$ cat src/rtl/sacu_pkg.sv
`timescale 1ns / 1ps
`default_nettype none
// ----------------------------------------------------------------------------
// sacu_pkg
// shared types, register codes and cost constants of the cache timing model
// ----------------------------------------------------------------------------
package sacu_pkg;

	localparam int ADDR_PORT_W = 32;
	localparam int CFG_IDX_W   = 3;
	localparam int CFG_DATA_W  = 4;
	localparam int CNT_W       = 32;
	localparam int TOT_W       = 48;
	localparam int COST_W      = 16;
	localparam int WAY_OUT_W   = 3;

	localparam int DEF_MAX_SETS     = 256;
	localparam int DEF_MAX_WAYS     = 8;
	localparam int DEF_ADDRESS_BITS = 32;

	// register indexes
	localparam logic [CFG_IDX_W-1:0] REG_BLK_LOG2    = 3'd0;
	localparam logic [CFG_IDX_W-1:0] REG_SET_LOG2    = 3'd1;
	localparam logic [CFG_IDX_W-1:0] REG_WAYS        = 3'd2;
	localparam logic [CFG_IDX_W-1:0] REG_WRITE_ALLOC = 3'd3;
	localparam logic [CFG_IDX_W-1:0] REG_WRITE_BACK  = 3'd4;
	localparam logic [CFG_IDX_W-1:0] REG_USE_LRU     = 3'd5;

	// reset values
	localparam logic [3:0] RST_BLK_LOG2 = 4'd4;
	localparam logic [3:0] RST_SET_LOG2 = 4'd8;
	localparam logic [3:0] RST_WAYS     = 4'd4;

	localparam logic [3:0] OFF_MIN = 4'd2;
	localparam logic [3:0] OFF_MAX = 4'd10;

	localparam logic [COST_W-1:0] MEM_COST    = 16'd100;
	localparam logic [COST_W-1:0] ACCESS_COST = 16'd1;

	typedef struct packed {
		logic [3:0] blk_log2;
		logic [3:0] set_log2;
		logic [3:0] ways;
		logic       write_alloc;
		logic       write_back;
		logic       use_lru;
	} cfg_t;

	typedef struct packed {
		logic                 hit;
		logic                 alloc;
		logic                 wrote_back;
		logic [WAY_OUT_W-1:0] way;
		logic [COST_W-1:0]    cost;
	} outcome_t;

	// cost of one block transfer: words per block times memory cost
	function automatic logic [COST_W-1:0] blk_cost(input logic [3:0] off);
		return MEM_COST << (off - OFF_MIN);
	endfunction

endpackage
`default_nettype wire

$ cat src/rtl/sacu_row_upd.sv
`timescale 1ns / 1ps
`default_nettype none
// ----------------------------------------------------------------------------
// sacu_row_upd
// hit / fill decision, cost, and the new row with its age order
// ----------------------------------------------------------------------------
module sacu_row_upd #(
	parameter int MAX_WAYS = 8,
	parameter int WAY_W    = 3,
	parameter int NW_W     = 4,
	parameter int TAG_W    = 30
) (
	input  logic                              hit_in,
	input  logic [WAY_W-1:0]                  hit_way,
	input  logic                              is_store,
	input  logic [TAG_W-1:0]                  tag,
	input  sacu_pkg::cfg_t                    cfg,
	input  logic [NW_W-1:0]                   nw,
	input  logic [sacu_pkg::COST_W-1:0]       blk,
	input  logic [MAX_WAYS-1:0]               old_valid,
	input  logic [MAX_WAYS-1:0]               old_dirty,
	input  logic [MAX_WAYS-1:0][WAY_W-1:0]    old_order,
	input  logic [MAX_WAYS-1:0][TAG_W-1:0]    old_tags,
	output logic [MAX_WAYS-1:0]               new_valid,
	output logic [MAX_WAYS-1:0]               new_dirty,
	output logic [MAX_WAYS-1:0][WAY_W-1:0]    new_order,
	output logic [MAX_WAYS-1:0][TAG_W-1:0]    new_tags,
	output sacu_pkg::outcome_t                outcome
);
	import sacu_pkg::*;

	typedef logic [MAX_WAYS-1:0][WAY_W-1:0] ord_t;

	// move a way to the tail of the first n positions
	function automatic ord_t move_tail(input ord_t o, input logic [NW_W-1:0] n,
	                                   input logic [WAY_W-1:0] w);
		ord_t r;
		ord_t nxt;
		logic seen;
		seen = 1'b0;
		nxt  = o >> WAY_W;
		for (int q = 0; q < MAX_WAYS; q++) begin
			if (!seen && (NW_W'(q) < n) && (o[q] == w)) begin
				seen = 1'b1;
			end
			if (seen && (NW_W'(q + 1) < n)) begin
				r[q] = nxt[q];
			end else if (seen && (NW_W'(q + 1) == n)) begin
				r[q] = w;
			end else begin
				r[q] = o[q];
			end
		end
		return r;
	endfunction

	logic [WAY_W-1:0]  victim;
	logic [WAY_W-1:0]  way;
	logic [COST_W-1:0] cost;
	logic              alloc;
	logic              wb;
	logic              touch;
	ord_t              order1;

	assign victim = old_order[0] & WAY_W'(MAX_WAYS - 1);

	always_comb begin
		new_valid = old_valid;
		new_dirty = old_dirty;
		new_tags  = old_tags;
		cost      = '0;
		alloc     = 1'b0;
		wb        = 1'b0;
		touch     = 1'b1;
		way       = '0;
		if (hit_in) begin
			cost = ACCESS_COST;
			way  = hit_way;
			if (is_store) begin
				if (cfg.write_back) begin
					new_dirty[hit_way] = 1'b1;
				end else begin
					cost = cost + MEM_COST;
				end
			end
		end else if (is_store && !cfg.write_alloc) begin
			// store miss straight to memory
			cost  = MEM_COST;
			touch = 1'b0;
		end else begin
			alloc = 1'b1;
			way   = victim;
			if (cfg.write_back) begin
				if (old_dirty[victim]) begin
					cost = cost + blk;
					wb   = 1'b1;
				end
				new_dirty[victim] = is_store;
			end
			cost              = cost + blk + ACCESS_COST;
			new_valid[victim] = 1'b1;
			new_tags[victim]  = tag;
		end
		order1    = alloc ? move_tail(old_order, nw, old_order[0]) : old_order;
		new_order = (touch && cfg.use_lru) ? move_tail(order1, nw, way) : order1;
	end

	assign outcome.hit        = hit_in;
	assign outcome.alloc      = alloc;
	assign outcome.wrote_back = wb;
	assign outcome.way        = WAY_OUT_W'(way);
	assign outcome.cost       = cost;

endmodule
`default_nettype wire

$ cat config.mk
export PLATFORM = sky130hd
export DESIGN_NAME = sacu_row_upd
export DESIGN_NICKNAME = d
export VERILOG_FILES = /design/src/rtl/sacu_pkg.sv /design/src/rtl/sacu_row_upd.sv
export SDC_FILE = /design/constraint.sdc
export NUM_CORES = 1
export LEC_CHECK = 0
export BUFFER_PORTS_ARGS = -buffer_cell sky130_fd_sc_hd__buf_4
export CORE_AREA = 5 5 252 254
export DETAILED_ROUTE_END_ITERATION = 10
export DIE_AREA = 0 0 257 259
export SLEW_MARGIN = 10
export SYNTH_ARGS = -nofsm -noshare
export SYNTH_HDL_FRONTEND = slang
export SYNTH_SLANG_ARGS = --single-unit
$ cat constraint.sdc
create_clock -name vclk -period 8.7
set_input_delay 0 -clock vclk [all_inputs]
set_output_delay 0 -clock vclk [all_outputs]
set_load 0.02 [all_outputs]
==> impl_metrics.csv <==
group,metric,value,unit
grt,track_usage,15.6,%
sta,fin_crit_sh,47.3,%
sta,clock.fmax,0.243,GHz
sta,rsz0062_at_grt,"no",
hold_path,whs_endpoint,"new_valid[7]",
cells_and_area,nets,1711,
synth,synth_area_leader_cell,"mux2_2",
placed_design,place_inst,2133,
grt,grt_max_degree,36,
synth,synth_top_family_by_area,"multiplexers",
cells_and_area,layout-drive-gt1-share,69.5,%
routing,drt_iter0_drc,559,
hold_path,worstHoldPathType,"in -> out",
setup_path,end_kind,"output pin",
pwr,p_leak,5.27,nW
setup_path,critPathRequiredTime,8.70,ns
floorplan,io_pins,652,
synth,syn_avg_cell_area,8.18,sq um
synth,ys_seq_area_share,0,%
grt,grt.overflow.total,0,
synth,yosysWarnings,0,
setup_path,cp_max_fo,17,
synth,synth_compound_area_share,18.9,%
setup_path,crit_arrival,4.12,ns
floorplan,coreArea,61000,sq um
synth,ys_types,86,
sta,setup_tns,0,ns
setup_path,path_class,"in -> out",
synth,synthTopCellsByArea,"mux2_2, xnor2_1, a21oi_1",
synth,synthSimpleGateAreaFrac,19.5,%
flow_run,maxCapViolCount,0,
cells_and_area,ff_latch_area,0,sq um
cells_and_area,finalNonFillerCells,2142,
floorplan,dieArea,66600,sq um
cells_and_area,layout.clock_buffers,0,
placed_design,portBuffers,640,
run_status,outcome,"finished clean",
routing,drt_first_pass_iters,5,
synth,syn-cell-area,6170,sq um
routing,ant_nets,0,
placed_design,post-dp-hpwl,49.0,mm
floorplan,die_height,259,um
routing,wl_per_cell,26.6,um
hold_path,hold_depth,3,
sta,final_hold_viol_count,0,
grt,grt_pass1_wl,74.7,mm
clock_network,cts_hold_buf,0,
sta,tightest_slew,1.23,ns
pwr,power_density,71.7,nW/um^2
floorplan,row_count,91,
sta,relSlewSlack,17.8,%
synth,synth_xor_area_share,5.09,%
sta,setup_viol,0,
placed_design,place.gp.congestion,0.882,
cells_and_area,multi_input_area,5840,sq um
clock_network,cts_setup_buffers,0,
synth,synth_nets,1120,
cells_and_area,design.seq.count,0,
synth,synthAdderAreaFrac,3.37,%
sta,layout_min_cycle_time,4.12,ns
pwr,fin_total_pwr,845,uW
clock_network,post_cts_resized,0,
synth,synth_top_area_share,44.2,%
floorplan,start_util,10.1,%
setup_path,cp-start-kind,"primary input",
cells_and_area,syn_to_final_growth,91.1,%
synth,synth_cells,754,
routing,drc,0,
grt,grt_pass1_vias,8927,
sta,slew_violations,0,
routing,avgViaCountPerCell,4.20,
routing,vias,9007,
grt,antenna_found_initial,24,
cells_and_area,fillCellCount,6897,
pwr,ir_drop,0.0000271,V
routing,finalWirelength,56.9,mm
hold_path,min_from,"old_valid[7]",
floorplan,fp.dieW,257,um
synth,synthMuxAreaShare,47.3,%
-- worst max-delay path, stage by stage --
cell,delay [ns]
buf_4,0.26
mux4_2,0.55
mux2i_1,0.28
nor2b_1,0.10
buf_4,0.21
and2_1,0.17
ha_1,0.30
nor2b_1,0.15
o21ai_0,0.20
a21boi_0,0.20
o41ai_1,0.40
o21ai_0,0.21
o41ai_1,0.42
o21ai_0,0.20
xnor2_1,0.18
nor2_1,0.06
buf_4,0.17
-- layer usage --
metal / vias to the layer above / routed length (um) / part of all wire (%) / global-route usage [%]
met3: 58 / 7080 / 12 / 7.20
met4: 8 / 850 / 1.5 / 2.16
met1: 4345 / 22700 / 40 / 19.7
met5: - / 117 / 0.21 / 0.804
met2: 535 / 26100 / 46 / 24.9
li1: 4061 / - / - / -
-- metrics by stage --
step	hold slack (ns)	area, sq um	util [%]	worst slack, ns
finish	0.285	11800	19.3	4.58
global route	0.300	11800	19.3	4.10
CTS	0.286	11800	19.3	4.58
detailed placement	0.286	11800	19.3	4.62
global placement	0.286	11800	19.3	4.55
floorplan	0.113	6170	-	5.30
-- cell usage in the layout, fill, tap and decap left out, types with 4 or more instances in the layout --
master and instances:
a311oi_1 7, nor2b_1 14, and3_1 4, nand2_1 34, o21ai_0 25, nand3_2 4
diode_2 9, o22ai_1 11, buf_4 649, xnor2_1 29, a31oi_1 6, ha_1 15
xor2_1 5, or4_1 7, a22oi_1 13, mux2_2 242, o22a_1 6, a21o_1 4
nand2b_1 15, nor3b_1 4, mux2i_1 13, inv_1 12, nand2_2 4, a21oi_1 40
nand3_1 17, nor2_1 40, nor3_1 17, a21boi_0 7, and2_1 15
-- report_power, final --
group | switching, mW | leakage, nW | total (mW) | internal, mW
clock network | 0 | 0.0000570 | 0.000000119 | 0.000000119
registers | 0 | 0 | 0 | 0
logic | 0.467 | 5.27 | 0.845 | 0.377
total | 0.467 | 5.27 | 0.845 | 0.377
-- how the worst max path moves through the flow --
stage | from | end | slack (ns) | cells after the start
global placement | old_order[1] | outcome[14] | 4.55 | 17
detailed placement | old_order[1] | outcome[14] | 4.62 | 17
floorplan | old_order[1] | outcome[14] | 5.30 | 17
CTS | old_order[1] | outcome[14] | 4.58 | 17
global route | old_order[1] | outcome[14] | 4.10 | 18
finish | old_order[1] | outcome[14] | 4.58 | 17
-- synth_stat cells, drive strengths merged (3+ instances only) --
master	n
mux2	242
a21oi	42
buf	40
nor2	40
nand2	39
xnor2	30
o21ai	29
nand3	22
nor3	22
clkbuf	20
and2	16
nand2b	16
ha	15
inv	15
mux2i	14
nor2b	14
a22oi	13
o22ai	11
a21boi	9
a311oi	7
or4	7
a31oi	6
o22a	6
a21o	5
and3	5
nor4	5
xor2	5
a221oi	4
nor3b	4
or2	4
or3	4
nand4	3
o21a	3
o41ai	3
-- layout make-up --
class              instances  share of cell area, %
inverters                 16                  0.510
multi-input cells        678                   49.6
repair buffers           649                   41.3
diodes                     9                  0.191
well taps                790                   8.39
-- logic make-up (layout without fill, tap and decap cells) --
family	Yosys count	in the layout
AOI/OAI and AO/OA	163	163
other	0	9
and+or+nand+nor	206	206
xor gates and xnor gates	35	35
adders and majority gates	16	16
buffers and inverters	76	665
muxes	258	258
(Power assumes the default switching activity.)
