`config.mk`:
```
export PLATFORM = sky130hd
export DESIGN_NAME = sacu_counters
export DESIGN_NICKNAME = d
export VERILOG_FILES = /design/src/rtl/sacu_pkg.sv /design/src/rtl/sacu_counters.sv
export SDC_FILE = /design/constraint.sdc
export NUM_CORES = 1
export LEC_CHECK = 0
export BUFFER_PORTS_ARGS = -buffer_cell sky130_fd_sc_hd__buf_4
export CELL_PAD_IN_SITES_DETAIL_PLACEMENT = 1
export CELL_PAD_IN_SITES_GLOBAL_PLACEMENT = 1
export CORE_MARGIN = 10
export CORE_UTILIZATION = 43
export CTS_BUF_LIST = sky130_fd_sc_hd__clkbuf_2
export DETAILED_ROUTE_END_ITERATION = 6
export HOLD_SLACK_MARGIN = 0.02
export PLACE_DENSITY = 0.85
export SLEW_MARGIN = 25
export SYNTH_ARGS = -nofsm -noshare
export SYNTH_HDL_FRONTEND = slang
export SYNTH_SLANG_ARGS = --single-unit
```
`constraint.sdc`:
```
create_clock -name clk -period 3.8 [get_ports clk]
set_input_delay 0.38 -clock clk [delete_from_list [all_inputs] [get_ports clk]]
set_output_delay 0.38 -clock clk [all_outputs]
set_load 0.05 [all_outputs]
```
`src/rtl/sacu_pkg.sv`:
```
`timescale 1ns / 1ps
`default_nettype none
// ----------------------------------------------------------------------------
// sacu_pkg
// shared types, register codes and cost constants of the cache timing model
// ----------------------------------------------------------------------------
package sacu_pkg;

	localparam int ADDR_PORT_W = 32;
	localparam int CFG_IDX_W   = 3;
	localparam int CFG_DATA_W  = 4;
	localparam int CNT_W       = 32;
	localparam int TOT_W       = 48;
	localparam int COST_W      = 16;
	localparam int WAY_OUT_W   = 3;

	localparam int DEF_MAX_SETS     = 256;
	localparam int DEF_MAX_WAYS     = 8;
	localparam int DEF_ADDRESS_BITS = 32;

	// register indexes
	localparam logic [CFG_IDX_W-1:0] REG_BLK_LOG2    = 3'd0;
	localparam logic [CFG_IDX_W-1:0] REG_SET_LOG2    = 3'd1;
	localparam logic [CFG_IDX_W-1:0] REG_WAYS        = 3'd2;
	localparam logic [CFG_IDX_W-1:0] REG_WRITE_ALLOC = 3'd3;
	localparam logic [CFG_IDX_W-1:0] REG_WRITE_BACK  = 3'd4;
	localparam logic [CFG_IDX_W-1:0] REG_USE_LRU     = 3'd5;

	// reset values
	localparam logic [3:0] RST_BLK_LOG2 = 4'd4;
	localparam logic [3:0] RST_SET_LOG2 = 4'd8;
	localparam logic [3:0] RST_WAYS     = 4'd4;

	localparam logic [3:0] OFF_MIN = 4'd2;
	localparam logic [3:0] OFF_MAX = 4'd10;

	localparam logic [COST_W-1:0] MEM_COST    = 16'd100;
	localparam logic [COST_W-1:0] ACCESS_COST = 16'd1;

	typedef struct packed {
		logic [3:0] blk_log2;
		logic [3:0] set_log2;
		logic [3:0] ways;
		logic       write_alloc;
		logic       write_back;
		logic       use_lru;
	} cfg_t;

	typedef struct packed {
		logic                 hit;
		logic                 alloc;
		logic                 wrote_back;
		logic [WAY_OUT_W-1:0] way;
		logic [COST_W-1:0]    cost;
	} outcome_t;

	// cost of one block transfer: words per block times memory cost
	function automatic logic [COST_W-1:0] blk_cost(input logic [3:0] off);
		return MEM_COST << (off - OFF_MIN);
	endfunction

endpackage
`default_nettype wire

```
`src/rtl/sacu_counters.sv`:
```
`timescale 1ns / 1ps
`default_nettype none
// ----------------------------------------------------------------------------
// sacu_counters
// saturating access, hit, miss and cycle totals
// ----------------------------------------------------------------------------
module sacu_counters (
	input  logic                       clk,
	input  logic                       arst_n,
	input  logic                       upd,
	input  logic                       is_store,
	input  sacu_pkg::outcome_t         outcome,
	output logic [sacu_pkg::CNT_W-1:0] load_count,
	output logic [sacu_pkg::CNT_W-1:0] store_count,
	output logic [sacu_pkg::CNT_W-1:0] load_hit_count,
	output logic [sacu_pkg::CNT_W-1:0] load_miss_count,
	output logic [sacu_pkg::CNT_W-1:0] store_hit_count,
	output logic [sacu_pkg::CNT_W-1:0] store_miss_count,
	output logic [sacu_pkg::TOT_W-1:0] total_cycle_count
);
	import sacu_pkg::*;

	function automatic logic [CNT_W-1:0] sat_inc(input logic [CNT_W-1:0] v);
		return (v == '1) ? v : v + CNT_W'(1);
	endfunction

	logic [TOT_W:0] tot_sum;

	assign tot_sum = {1'b0, total_cycle_count} + (TOT_W + 1)'(outcome.cost);

	always_ff @(posedge clk or negedge arst_n) begin
		if (!arst_n) begin
			load_count        <= '0;
			store_count       <= '0;
			load_hit_count    <= '0;
			load_miss_count   <= '0;
			store_hit_count   <= '0;
			store_miss_count  <= '0;
			total_cycle_count <= '0;
		end else if (upd) begin
			if (is_store) begin
				store_count <= sat_inc(store_count);
				if (outcome.hit) begin
					store_hit_count <= sat_inc(store_hit_count);
				end else begin
					store_miss_count <= sat_inc(store_miss_count);
				end
			end else begin
				load_count <= sat_inc(load_count);
				if (outcome.hit) begin
					load_hit_count <= sat_inc(load_hit_count);
				end else begin
					load_miss_count <= sat_inc(load_miss_count);
				end
			end
			// carry out means the total has passed its maximum
			total_cycle_count <= tot_sum[TOT_W] ? '1 : tot_sum[TOT_W-1:0];
		end
	end

endmodule
`default_nettype wire

```
==> results of run 1 <==
==> sequential cells by signal, summed over array words and instances, names as in the netlist <==
register,count
load_miss_count,32
store_count,32
store_hit_count,32
load_count,32
load_hit_count,32
store_miss_count,32
total_cycle_count,48
==> cell usage after synthesis (2+ instances only) <==
| master | instances |
|---|---|
| a211o_1 | 2 |
| a211oi_1 | 7 |
| a21o_1 | 9 |
| a21oi_1 | 24 |
| a31oi_1 | 25 |
| and2_1 | 10 |
| and3_1 | 44 |
| and4_1 | 22 |
| buf_2 | 3 |
| buf_6 | 2 |
| clkbuf_1 | 10 |
| dfrtp_1 | 240 |
| ha_1 | 22 |
| inv_1 | 20 |
| mux2_2 | 10 |
| nand2_1 | 116 |
| nand2b_1 | 4 |
| nand3_1 | 92 |
| nand4_1 | 68 |
| nand4_2 | 2 |
| nor2_1 | 81 |
| nor3_1 | 26 |
| nor3_2 | 2 |
| nor3b_1 | 3 |
| nor4_1 | 7 |
| o211ai_1 | 3 |
| o21a_1 | 9 |
| o21ai_0 | 10 |
| or2_2 | 2 |
| or3_1 | 6 |
| or4_1 | 6 |
| xnor2_1 | 145 |
| xor2_1 | 65 |
==> critical path, cell delays in order (launching register included) <==
cell	delay, ps
dfrtp_1	420
ha_1	220
fa_1	400
a21o_1	190
a21oi_1	290
o21ai_1	190
a31oi_1	170
buf_4	260
a21o_1	430
buf_4	250
a31oi_1	100
==> power breakdown <==
part	leakage, nW	internal, mW	switching, mW
clock	0.473	0.827	1.12
combinational	3.55	0.930	1.95
sequential	3.21	2.83	0.378
total	7.24	4.59	3.45
==> how the worst min path moves through the flow <==
stage / to / slack, ps / depth (start not counted)
after floorplan: load_count[0] / 80 / 0
after global placement: load_hit_count[20] / 480 / 1
after detailed placement: store_count[15] / 480 / 1
after CTS: total_cycle_count[10] / 20 / 4
after global routing: total_cycle_count[1] / 70 / 4
final: total_cycle_count[10] / 140 / 4
==> final cells by class <==
cell class                      instances  area [sq um]
Fill cell                            3102         12000
Sequential cell                       240          6010
Multi-Input combinational cell        844          5520
Timing Repair Buffer                  279          2120
Clock buffer                           98           490
Tap cell                              341           427
Clock inverter                         16           133
Inverter                               20          75.1
Antenna cell                            1          2.50
==> stage by stage <==
step / cell area [sq um] / setup WS [ps] / std cells
after floorplan: 11700 / 642 / 1120
after global placement: 14100 / 708 / 1717
after detailed placement: 14100 / 614 / 1717
after CTS: 14800 / 635 / 1838
after global routing: 14800 / 406 / 1839
final: 14800 / 654 / 1839
==> logic make-up (layout without fill, tap and decap cells) <==
family	count (synthesis)	count (layout)	share of synthesized area (%)
multiplexers	10	10	0.965
AND/OR/NAND/NOR	499	499	22.2
XOR/XNOR	210	210	15.8
buffers and inverters	36	413	1.32
AO/OA/AOI/OAI	102	102	5.80
flip-flops	240	240	51.4
adder cells (fa/ha/maj)	23	23	2.53
other	0	1	0
==> metal layers <==
metal	part of all wire, %	routed length (um)	GRT usage (%)	up-vias
li1	-	-	-	4673
met1	42	15100	24.8	4985
met2	49	17600	34.7	241
met3	5.5	1960	5.19	66
met4	2.8	1000	8.13	0
met5	0	0	0	-
==> what timing repair did <==
| item | 4_1_cts | 5_1_grt |
|---|---|---|
| endpoints found under the hold margin | 130 | 0 |
| hold buffers | 7 | 0 |
| setup endpoints to repair | 0 | 0 |
==> placed cells by master (no fill, tap or decap), types with 6 or more instances in the layout <==
cell type	n
clkinv_1	6
a21o_1	9
mux2_2	10
dlygate4sd3_1	7
dfrtp_1	240
clkbuf_2	98
xor2_1	65
o21ai_0	10
nand3_1	92
or4_1	6
xnor2_1	145
o21a_1	9
and4_1	22
nor4_1	6
and2_1	10
nand2_1	116
a211oi_1	7
nor3_1	26
or3_1	6
a31oi_1	25
nor2_1	81
buf_4	271
ha_1	22
inv_1	20
nand4_1	68
a21oi_1	24
and3_1	44
==> impl_results.html, run 1 <==
<table>
<tr><th>Metric</th><th>Value</th></tr>
<tr><th colspan="2">Clock network</th></tr>
<tr><td>Clock transition at path regs</td><td>approximately 110 ps</td></tr>
<tr><td>TritonCTS clock tree</td><td>yes</td></tr>
<tr><td>Total of cells resized after clock tree synthesis</td><td>0</td></tr>
<tr><td># Post-CTS Setup Buffers</td><td>0</td></tr>
<tr><td>CTS HTree Levels</td><td>3</td></tr>
<tr><td>Clock root buffer</td><td>clkbuf_2</td></tr>
<tr><td>TritonCTS buffer count</td><td>between 60 and 70</td></tr>
<tr><td>Insertion delay of the later-clocked pin in the worst-skew pair</td><td>around 800 ps</td></tr>
<tr><td>Worst-case clock buffer depth</td><td>3</td></tr>
<tr><td>Clock sink count</td><td>240</td></tr>
<tr><th colspan="2">Outcome</th></tr>
<tr><td>Status</td><td>complete, no violations</td></tr>
<tr><th colspan="2">Route</th></tr>
<tr><td>Total number of vias</td><td>approximately 10,000</td></tr>
<tr><td>Remaining DRCs</td><td>0</td></tr>
<tr><td>Routed length per placed instance</td><td>19.4 um</td></tr>
<tr><td>Number of DRC violations after detailed-routing iteration 0</td><td>482</td></tr>
<tr><td>Detailed Routing Iterations Pass 1</td><td>4</td></tr>
<tr><td>WL final</td><td>35,700 um</td></tr>
<tr><td>Antenna violation net count after detailed routing</td><td>0</td></tr>
<tr><td>Routed vias/inst</td><td>between 5 and 6</td></tr>
<tr><th colspan="2">Yosys</th></tr>
<tr><td>Post-synthesis area per instance</td><td>10.4 sq um</td></tr>
<tr><td>Cell area after technology mapping</td><td>around 12,000 sq um</td></tr>
<tr><td>Prevailing post-synth register cell</td><td>dfrtp_1</td></tr>
<tr><td>Number of warnings printed during yosys synthesis</td><td>0</td></tr>
<tr><td>Share of the synthesized area in the top cell type</td><td>between 50 and 60%</td></tr>
<tr><td>Number of library cell types mapped by synthesis</td><td>56</td></tr>
<tr><td>Flip-flop and latch count after synthesis</td><td>240</td></tr>
<tr><td>Number of enable flip-flop cells after synthesis</td><td>0</td></tr>
<tr><td>Dominant cells by area after synthesis</td><td>dfrtp_1, xnor2_1, xor2_1</td></tr>
<tr><td>Cells after Synth</td><td>between 1,000 and 1,500</td></tr>
<tr><td>Post-synth top area cell</td><td>dfrtp_1</td></tr>
<tr><td>Share of synthesized flip-flops with an asynchronous set or reset</td><td>100%</td></tr>
<tr><td>Part of the Yosys area used for sequential elements</td><td>roughly half</td></tr>
<tr><td>Synthesized net count</td><td>roughly 1,200</td></tr>
<tr><th colspan="2">Timing</th></tr>
<tr><td>Number of pins with negative max-slew slack in the final report</td><td>0</td></tr>
<tr><td>Clk_skew</td><td>about 73 ps</td></tr>
<tr><td>Worst max-slew margin expressed relative to the limit</td><td>37.3%</td></tr>
<tr><td>Worst hold slack</td><td>143 ps</td></tr>
<tr><td>Unrepaired setup endpoints after global routing</td><td>no</td></tr>
<tr><td>Setup violators final</td><td>0</td></tr>
<tr><td>Final critical path time including I/O delays and setup</td><td>about 3100 ps</td></tr>
<tr><td>Total Negative Setup Slacks</td><td>0 ps</td></tr>
<tr><td>Endpoints failing hold</td><td>0</td></tr>
<tr><td>Fraction of the cycle the final worst path needs</td><td>slightly above 80%</td></tr>
<tr><td>Tightest Pin Transition</td><td>roughly 940 ps</td></tr>
<tr><td>Max Freq</td><td>about 320 MHz</td></tr>
<tr><th colspan="2">Global route</th></tr>
<tr><td>GR Util All Layers</td><td>between 20% and 30%</td></tr>
<tr><td>Number of global-route vias before repair</td><td>approximately 11,000</td></tr>
<tr><td>First-pass GRT wire length</td><td>57,300 um</td></tr>
<tr><td>Largest net degree at the start of global routing</td><td>~120</td></tr>
<tr><td>Antenna violations before repair</td><td>1</td></tr>
<tr><td>Overflow left after global routing</td><td>0</td></tr>
<tr><th colspan="2">Floorplan</th></tr>
<tr><td>Boundary pin count</td><td>about 270</td></tr>
<tr><td>Overall die height</td><td>about 180 um</td></tr>
<tr><td>Core Region</td><td>roughly 27,000 sq um</td></tr>
<tr><td>Die ar.</td><td>between 30,000 and 40,000 sq um</td></tr>
<tr><td>Number of rows created at floorplan</td><td>60</td></tr>
<tr><td>Initial Utilization</td><td>a little over two fifths</td></tr>
<tr><td>Horizontal extent of the die</td><td>185 um</td></tr>
<tr><th colspan="2">Place</th></tr>
<tr><td>DPL Wire Length</td><td>between 20,000 and 30,000 um</td></tr>
<tr><td>Number of buffers inserted by port buffering</td><td>260</td></tr>
<tr><td>Gpl congestion</td><td>between 0.8 and 0.9</td></tr>
<tr><th colspan="2">Worst setup path</th></tr>
<tr><td>Number of cell instances on the worst register-to-register path</td><td>10</td></tr>
<tr><td>Max Fanout on Critical Path</td><td>15</td></tr>
<tr><td>Worst R2R Start</td><td>total_cycle_count[0]</td></tr>
<tr><td>Reg-to-reg endpoint</td><td>total_cycle_count[2]</td></tr>
<tr><td>CP startpoint kind</td><td>flip-flop</td></tr>
<tr><td>Crit end category</td><td>flip-flop</td></tr>
<tr><td>Arrival time at the worst endpoint</td><td>between 3000 and 4000 ps</td></tr>
<tr><td>Worst setup slack for register-to-register paths</td><td>between 600 and 700 ps</td></tr>
<tr><td>Capture point of the critical path</td><td>total_cycle_count[2]</td></tr>
<tr><td>Launch point of the critical path</td><td>total_cycle_count[0]</td></tr>
<tr><td>WP data required</td><td>approximately 4400 ps</td></tr>
<tr><td>Setup Crit Path Kind</td><td>reg -&gt; reg</td></tr>
<tr><th colspan="2">Job</th></tr>
<tr><td>Count of maximum capacitance violations</td><td>0</td></tr>
<tr><th colspan="2">Pwr</th></tr>
<tr><td>Worst-case vdd ir drop</td><td>0.340 mV</td></tr>
<tr><td>Cell area power density</td><td>544 nW/um^2</td></tr>
<tr><td>Standby leakage power</td><td>about 7.2 nW</td></tr>
<tr><td>Sum of internal, switching and leakage power</td><td>around 8 mW</td></tr>
<tr><th colspan="2">Cells and area</th></tr>
<tr><td>Fraction of final layout cells with drive strength greater than 1</td><td>a little over a quarter</td></tr>
<tr><td>Syn-to-layout area delta</td><td>26.5%</td></tr>
<tr><td>Layout net count</td><td>1,502</td></tr>
<tr><td>Layout Utilization</td><td>between 50% and 60%</td></tr>
<tr><th colspan="2">Worst hold path</th></tr>
<tr><td>Hold_sp</td><td>outcome[10]</td></tr>
<tr><td>Hold Path Class</td><td>in -&gt; reg</td></tr>
</table>
Power figures use the tool's default switching activity.
==> run 2, diff against run 1 <==
--- a/config.mk
+++ b/config.mk
@@ -9,11 +9,11 @@
 export CELL_PAD_IN_SITES_DETAIL_PLACEMENT = 1
 export CELL_PAD_IN_SITES_GLOBAL_PLACEMENT = 1
 export CORE_MARGIN = 10
-export CORE_UTILIZATION = 43
+export CORE_UTILIZATION = 39
 export CTS_BUF_LIST = sky130_fd_sc_hd__clkbuf_2
 export DETAILED_ROUTE_END_ITERATION = 6
 export HOLD_SLACK_MARGIN = 0.02
-export PLACE_DENSITY = 0.85
+export PLACE_DENSITY = 0.81
 export SLEW_MARGIN = 25
 export SYNTH_ARGS = -nofsm -noshare
 export SYNTH_HDL_FRONTEND = slang
==> constraint.sdc (replaced) <==
create_clock -name clk -period 2.65 [get_ports clk]
set_input_delay 0.265 -clock clk [delete_from_list [all_inputs] [get_ports clk]]
set_output_delay 0.265 -clock clk [all_outputs]
set_load 0.05 [all_outputs]
==> impl_results.html, run 2 (same netlist as run 1, synthesis figures left out) <==
<table>
<tr><th>Metric</th><th>Value</th></tr>
<tr><th colspan="2">Outcome</th></tr>
<tr><td>Status</td><td>complete, but fails checks</td></tr>
<tr><td>Violations in the final reports</td><td>negative setup slack</td></tr>
<tr><th colspan="2">Pwr</th></tr>
<tr><td>Standby leakage power</td><td>approximately 7.6 nW</td></tr>
<tr><td>Cell area power density</td><td>~780 nW/um^2</td></tr>
<tr><td>Sum of internal, switching and leakage power</td><td>12.3 mW</td></tr>
<tr><td>Worst-case vdd ir drop</td><td>approximately 0.80 mV</td></tr>
<tr><th colspan="2">Route</th></tr>
<tr><td>Remaining DRCs</td><td>0</td></tr>
<tr><td>Number of DRC violations after detailed-routing iteration 0</td><td>about 550</td></tr>
<tr><td>Total number of vias</td><td>10,400</td></tr>
<tr><td>Routed length per placed instance</td><td>19.6 um</td></tr>
<tr><td>WL final</td><td>approximately 39,000 um</td></tr>
<tr><td>Routed vias/inst</td><td>between 5 and 6</td></tr>
<tr><td>Detailed Routing Iterations Pass 1</td><td>4</td></tr>
<tr><td>Antenna violation net count after detailed routing</td><td>0</td></tr>
<tr><th colspan="2">Place</th></tr>
<tr><td>Post-placement setup slack</td><td>-54.7 ps</td></tr>
<tr><td>Gpl congestion</td><td>around 0.86</td></tr>
<tr><td>Placed Cells incl. Taps</td><td>1,812</td></tr>
<tr><td>DPL Wire Length</td><td>about 28,000 um</td></tr>
<tr><td>Area of placed instances</td><td>around 15,000 sq um</td></tr>
<tr><td>Number of buffers inserted by port buffering</td><td>260</td></tr>
<tr><th colspan="2">Global route</th></tr>
<tr><td>Number of global-route vias before repair</td><td>roughly 11,000</td></tr>
<tr><td>Largest net degree at the start of global routing</td><td>80</td></tr>
<tr><td>GR Util All Layers</td><td>roughly 20%</td></tr>
<tr><td>Antenna violations before repair</td><td>1</td></tr>
<tr><td>First-pass GRT wire length</td><td>roughly 60,000 um</td></tr>
<tr><td>Overflow left after global routing</td><td>0</td></tr>
<tr><th colspan="2">Timing</th></tr>
<tr><td>Total Negative Setup Slacks</td><td>-71.0 ps</td></tr>
<tr><td>Clk_skew</td><td>about 94 ps</td></tr>
<tr><td>Setup ws final</td><td>-71.0 ps</td></tr>
<tr><td>Number of pins with negative max-slew slack in the final report</td><td>0</td></tr>
<tr><td>Fraction of the cycle the final worst path needs</td><td>103%</td></tr>
<tr><td>Setup violators final</td><td>1</td></tr>
<tr><td>Worst hold slack</td><td>195 ps</td></tr>
<tr><td>Unrepaired setup endpoints after global routing</td><td>yes</td></tr>
<tr><td>Worst max-slew margin expressed relative to the limit</td><td>between 40 and 50%</td></tr>
<tr><td>Max Freq</td><td>368 MHz</td></tr>
<tr><td>Tightest Pin Transition</td><td>882 ps</td></tr>
<tr><td>Final critical path time including I/O delays and setup</td><td>2720 ps</td></tr>
<tr><td>Endpoints failing hold</td><td>0</td></tr>
<tr><th colspan="2">Cells and area</th></tr>
<tr><td>Fraction of final layout cells with drive strength greater than 1</td><td>a little under a third</td></tr>
<tr><td>Summed area of non-filler cells in the final layout</td><td>between 15,000 and 20,000 sq um</td></tr>
<tr><td>Syn-to-layout area delta</td><td>34.3%</td></tr>
<tr><td>Count of fill cells added during filler insertion</td><td>~3,400</td></tr>
<tr><td>Register with the most flip-flops</td><td>total_cycle_count</td></tr>
<tr><td>Number of flip-flops in the largest register</td><td>48</td></tr>
<tr><td>Most used cells in the layout excluding fill and tap cells</td><td>buf_4, dfrtp_1, xnor2_1</td></tr>
<tr><td>Cell Count, Final, Fillers Out</td><td>~2,000</td></tr>
<tr><td>Layout Utilization</td><td>a little over half</td></tr>
<tr><td>Most common cell after layout, fill and taps aside</td><td>buf_4</td></tr>
<tr><td>Layout net count</td><td>~1,600</td></tr>
<tr><th colspan="2">Worst setup path</th></tr>
<tr><td>WP data required</td><td>~3300 ps</td></tr>
<tr><td>Reg-to-reg endpoint</td><td>total_cycle_count[8]</td></tr>
<tr><td>Setup Crit Path Kind</td><td>reg -&gt; reg</td></tr>
<tr><td>Launch point of the critical path</td><td>total_cycle_count[0]</td></tr>
<tr><td>Worst setup slack for register-to-register paths</td><td>-70 ps</td></tr>
<tr><td>Max Fanout on Critical Path</td><td>9</td></tr>
<tr><td>Worst R2R Start</td><td>total_cycle_count[0]</td></tr>
<tr><td>Arrival time at the worst endpoint</td><td>roughly 3400 ps</td></tr>
<tr><td>Number of cell instances on the worst register-to-register path</td><td>12</td></tr>
<tr><td>Capture point of the critical path</td><td>total_cycle_count[8]</td></tr>
<tr><td>Crit end category</td><td>flip-flop</td></tr>
<tr><td>CP startpoint kind</td><td>flip-flop</td></tr>
<tr><th colspan="2">Clock network</th></tr>
<tr><td>Clock root buffer</td><td>clkbuf_2</td></tr>
<tr><td>Clock transition at path regs</td><td>roughly 90 ps</td></tr>
<tr><td>Insertion delay of the later-clocked pin in the worst-skew pair</td><td>820 ps</td></tr>
<tr><td>TritonCTS clock tree</td><td>yes</td></tr>
<tr><td>Clock sink count</td><td>240</td></tr>
<tr><td>Worst-case clock buffer depth</td><td>3</td></tr>
<tr><td>CTS HTree Levels</td><td>3</td></tr>
<tr><td>TritonCTS buffer count</td><td>68</td></tr>
<tr><th colspan="2">Floorplan</th></tr>
<tr><td>Number of rows created at floorplan</td><td>63</td></tr>
<tr><td>Core Region</td><td>slightly below 30,000 sq um</td></tr>
<tr><td>Horizontal extent of the die</td><td>approximately 190 um</td></tr>
<tr><td>Initial Utilization</td><td>roughly two fifths</td></tr>
<tr><td>Boundary pin count</td><td>266</td></tr>
<tr><td>Die ar.</td><td>37,300 sq um</td></tr>
<tr><td>Overall die height</td><td>roughly 190 um</td></tr>
<tr><th colspan="2">Worst hold path</th></tr>
<tr><td>Hold Path Class</td><td>in -&gt; reg</td></tr>
<tr><th colspan="2">Job</th></tr>
<tr><td>Count of maximum capacitance violations</td><td>0</td></tr>
</table>
==> run 2: cell count changes in the layout (fill, tap and decap cells not counted), moves of 4 or more <==
cell           change
buf_12             +4
buf_4             +52
clkinv_1           +4
clkinv_2           -4
dfrtp_1            -8
dfrtp_2            +8
dlygate4sd3_1     +13
ha_1               -6
ha_4               +6
==> run 2: layer usage <==
metal  share of wire [%]  up-vias  track usage, %
met5                   0        -               0
met4                 3.6        0            8.93
met3                 5.6       75            4.60
met2                  48      273            33.6
met1                  42     5233            24.2
li1                    -     4811               -
==> run 2: power breakdown <==
part	internal (mW)	switching (mW)
clock network	1.20	1.59
registers	4.07	0.532
logic	1.80	3.07
==> run 2: layout make-up <==
class,instances,area (sq um),share of cell area [%]
Sequential cell,240,6020,38.4
Multi-Input combinational cell,844,5720,36.5
Timing Repair Buffer,350,2760,17.6
Clock buffer,101,505,3.22
Tap cell,390,488,3.11
Clock inverter,14,110,0.702
Inverter,20,75.1,0.479
Antenna cell,3,7.51,0.0479
==> run 2: timing repair <==
item | in CTS | in global routing
buffers inserted | 4 | 7
cloned | 0 | 0
hold buffers | 21 | 0
endpoints found under the hold margin | 270 | 0
gates resized for setup | 9 | 19
setup endpoints to repair | 26 | 17
pin swaps | 3 | 4
==> run 2: how the worst min path moves through the flow <==
stage                      from                     to  slack [ps]  cells after the start
floorplan                arst_n          load_count[0]         -30                      0
global placement         arst_n        store_count[29]         220                      1
detailed placement       arst_n   store_miss_count[26]         220                      1
CTS                  outcome[8]   total_cycle_count[8]          20                      6
global route        outcome[13]  total_cycle_count[13]         160                      5
finish               outcome[8]  total_cycle_count[10]         200                      6
==> run 2: critical path: stages, from the launching register on <==
cell	delay, ps
dfrtp_2	440
ha_4	180
fa_2	360
a21o_1	220
a21oi_4	180
o21ai_4	80
a31oi_4	190
buf_12	160
buf_12	100
a21oi_4	60
buf_4	170
o21ai_0	240
o21ai_0	170
==> run 3, diff against run 2 <==
--- a/config.mk
+++ b/config.mk
@@ -9,11 +9,11 @@
 export CELL_PAD_IN_SITES_DETAIL_PLACEMENT = 1
 export CELL_PAD_IN_SITES_GLOBAL_PLACEMENT = 1
 export CORE_MARGIN = 10
-export CORE_UTILIZATION = 39
+export CORE_UTILIZATION = 43
 export CTS_BUF_LIST = sky130_fd_sc_hd__clkbuf_2
 export DETAILED_ROUTE_END_ITERATION = 6
 export HOLD_SLACK_MARGIN = 0.02
-export PLACE_DENSITY = 0.81
+export PLACE_DENSITY = 0.85
 export SLEW_MARGIN = 25
 export SYNTH_ARGS = -nofsm -noshare
 export SYNTH_HDL_FRONTEND = slang
==> constraint.sdc (replaced) <==
create_clock -name clk -period 2.9 [get_ports clk]
set_input_delay 0.29 -clock clk [delete_from_list [all_inputs] [get_ports clk]]
set_output_delay 0.29 -clock clk [all_outputs]
set_load 0.05 [all_outputs]
==> impl_results.html, run 3 (same netlist as run 1, synthesis figures left out) <==
<table>
<tr><th>Metric</th><th>Value</th></tr>
<tr><th colspan="2">Timing</th></tr>
<tr><td>Unrepaired setup endpoints after global routing</td><td>yes</td></tr>
<tr><td>Worst max-slew margin expressed relative to the limit</td><td>44.9%</td></tr>
<tr><td>Max Freq</td><td>around 350 MHz</td></tr>
<tr><td>Number of pins with negative max-slew slack in the final report</td><td>0</td></tr>
<tr><td>Clk_skew</td><td>about 58 ps</td></tr>
<tr><td>Final critical path time including I/O delays and setup</td><td>between 2000 and 3000 ps</td></tr>
<tr><td>Worst hold slack</td><td>between 80 and 90 ps</td></tr>
<tr><td>Fraction of the cycle the final worst path needs</td><td>between 90% and 100%</td></tr>
<tr><td>Total Negative Setup Slacks</td><td>0 ps</td></tr>
<tr><td>Tightest Pin Transition</td><td>823 ps</td></tr>
<tr><td>Endpoints failing hold</td><td>0</td></tr>
<tr><td>Setup violators final</td><td>0</td></tr>
<tr><th colspan="2">Cells and area</th></tr>
<tr><td>Layout net count</td><td>about 1,500</td></tr>
<tr><td>Number of flip-flops in the largest register</td><td>48</td></tr>
<tr><td>Most common cell after layout, fill and taps aside</td><td>buf_4</td></tr>
<tr><td>Cell Count, Final, Fillers Out</td><td>1,874</td></tr>
<tr><td>Register with the most flip-flops</td><td>total_cycle_count</td></tr>
<tr><td>Count of fill cells added during filler insertion</td><td>3,062</td></tr>
<tr><td>Area of all sequential standard cells</td><td>between 6000 and 7000 sq um</td></tr>
<tr><td>Most used cells in the layout excluding fill and tap cells</td><td>buf_4, dfrtp_1, xnor2_1</td></tr>
<tr><td>Syn-to-layout area delta</td><td>28.9%</td></tr>
<tr><td>Fraction of final layout cells with drive strength greater than 1</td><td>between 20% and 30%</td></tr>
<tr><td>Multi-input gate area in the final layout</td><td>5550 sq um</td></tr>
<tr><th colspan="2">Floorplan</th></tr>
<tr><td>Horizontal extent of the die</td><td>185 um</td></tr>
<tr><td>Boundary pin count</td><td>roughly 270</td></tr>
<tr><td>Core Region</td><td>26,800 sq um</td></tr>
<tr><td>Initial Utilization</td><td>43.6%</td></tr>
<tr><td>Die ar.</td><td>~34,000 sq um</td></tr>
<tr><td>Number of rows created at floorplan</td><td>60</td></tr>
<tr><td>Overall die height</td><td>~180 um</td></tr>
<tr><th colspan="2">Global route</th></tr>
<tr><td>Number of global-route vias before repair</td><td>roughly 11,000</td></tr>
<tr><td>Largest net degree at the start of global routing</td><td>83</td></tr>
<tr><td>Antenna violations before repair</td><td>1</td></tr>
<tr><td>GR Util All Layers</td><td>between 20% and 30%</td></tr>
<tr><td>Overflow left after global routing</td><td>0</td></tr>
<tr><td>First-pass GRT wire length</td><td>approximately 59,000 um</td></tr>
<tr><th colspan="2">Place</th></tr>
<tr><td>Placed Cells incl. Taps</td><td>between 1,500 and 2,000</td></tr>
<tr><td>Gpl congestion</td><td>0.828</td></tr>
<tr><td>Number of buffers inserted by port buffering</td><td>between 200 and 300</td></tr>
<tr><td>DPL Wire Length</td><td>around 27,000 um</td></tr>
<tr><th colspan="2">Job</th></tr>
<tr><td>Count of maximum capacitance violations</td><td>0</td></tr>
<tr><th colspan="2">Pwr</th></tr>
<tr><td>Sum of internal, switching and leakage power</td><td>10.5 mW</td></tr>
<tr><td>Worst-case vdd ir drop</td><td>roughly 0.7 mV</td></tr>
<tr><td>Cell area power density</td><td>around 700 nW/um^2</td></tr>
<tr><td>Standby leakage power</td><td>7.39 nW</td></tr>
<tr><th colspan="2">Clock network</th></tr>
<tr><td>TritonCTS buffer count</td><td>69</td></tr>
<tr><td>Clock sink count</td><td>between 200 and 250</td></tr>
<tr><td>CTS HTree Levels</td><td>3</td></tr>
<tr><td>Clock root buffer</td><td>clkbuf_2</td></tr>
<tr><td># Post-CTS Setup Buffers</td><td>0</td></tr>
<tr><td>Insertion delay of the later-clocked pin in the worst-skew pair</td><td>800 ps</td></tr>
<tr><td>Worst-case clock buffer depth</td><td>3</td></tr>
<tr><td>TritonCTS clock tree</td><td>yes</td></tr>
<tr><td>Clock transition at path regs</td><td>100 ps</td></tr>
<tr><th colspan="2">Route</th></tr>
<tr><td>Total number of vias</td><td>about 10,000</td></tr>
<tr><td>Detailed Routing Iterations Pass 1</td><td>5</td></tr>
<tr><td>WL final</td><td>between 30,000 and 40,000 um</td></tr>
<tr><td>Routed vias/inst</td><td>5.45</td></tr>
<tr><td>Remaining DRCs</td><td>0</td></tr>
<tr><td>Antenna violation net count after detailed routing</td><td>0</td></tr>
<tr><td>Routed length per placed instance</td><td>~20 um</td></tr>
<tr><td>Number of DRC violations after detailed-routing iteration 0</td><td>469</td></tr>
<tr><th colspan="2">Worst setup path</th></tr>
<tr><td>CP startpoint kind</td><td>flip-flop</td></tr>
<tr><td>Setup Crit Path Kind</td><td>reg -&gt; reg</td></tr>
<tr><td>WP data required</td><td>~3600 ps</td></tr>
<tr><td>Crit end category</td><td>flip-flop</td></tr>
<tr><td>Arrival time at the worst endpoint</td><td>3490 ps</td></tr>
<tr><td>Max Fanout on Critical Path</td><td>7</td></tr>
<tr><th colspan="2">Worst hold path</th></tr>
<tr><td>Hold Path Class</td><td>in -&gt; async</td></tr>
<tr><th colspan="2">Outcome</th></tr>
<tr><td>Status</td><td>complete, no violations</td></tr>
</table>
-- run 3: changes by cell type in the layout (fill, tap and decap cells not counted), moves of 3 or more --
cell / delta
inv_2: +6
ha_4: -6
a211oi_1: +3
dfrtp_1: +8
a211oi_2: -3
dfrtp_2: -8
ha_1: +6
a21oi_1: +3
buf_4: -37
-- run 3: through the flow --
stage               worst slack (ps)  cell area [sq um]  utilization [%]
floorplan                       14.9              11700                -
global placement                 196              14300             53.2
detailed placement               182              14300             53.2
CTS                              119              15000             56.1
global route                   -25.7              15000             56.1
finish                          74.8              15000             56.1
-- run 3: cell type report --
class                   instances  share of cell area (%)
repair buffers                310                    16.1
multi-input cells             844                    36.9
inverters                      20                   0.499
well taps                     341                    2.84
diodes                          1                  0.0166
flip-flops and latches        240                    39.9
clock buffers                 101                    3.36
clock inverters                17                   0.432
-- run 3: critical path, cell delays in order (launching register included) --
cell and delay [ps]:
dfrtp_1 430, ha_1 390, and3_1 190, a221oi_1 130
or4_1 570, a21oi_1 150, buf_4 180, and2_1 180
and3_1 170, mux2_2 330
-- run 3: path summary, 6_finish.rpt --
kind / start / end / slack, ps / depth (start not counted)
min: arst_n / total_cycle_count[10] / 80 / 2
min reg2reg: store_hit_count[22] / store_hit_count[22] / 500 / 1
max: total_cycle_count[2] / total_cycle_count[23] / 70 / 9
max reg2reg: total_cycle_count[2] / total_cycle_count[23] / 70 / 9
max in group asynchronous: arst_n / load_count[16] / 1970 / 3
min in group clk: store_hit_count[22] / store_hit_count[22] / 500 / 1
-- run 3: power breakdown --
part | leakage, nW | total (mW) | internal [mW] | switching, mW
logic | 3.71 | 3.91 | 1.28 | 2.63
clock network | 0.465 | 2.39 | 0.924 | 1.47
registers | 3.21 | 4.19 | 3.71 | 0.480
-- run 3: repair_timing --
item / in CTS / in global routing
setup endpoints to repair: 0 / 6
endpoints found under the hold margin: 266 / 0
gates resized for setup: 0 / 2
hold buffers: 20 / 0
-- run 3: layer usage --
metal  vias to the layer above  global-route usage (%)  routed length [um]
met3                        97                    5.25                2080
li1                       4735                       -                   -
met4                         0                    11.3                1700
met1                      5087                    25.1               15000
met5                         -                       0                   0
met2                       285                    34.9               18000
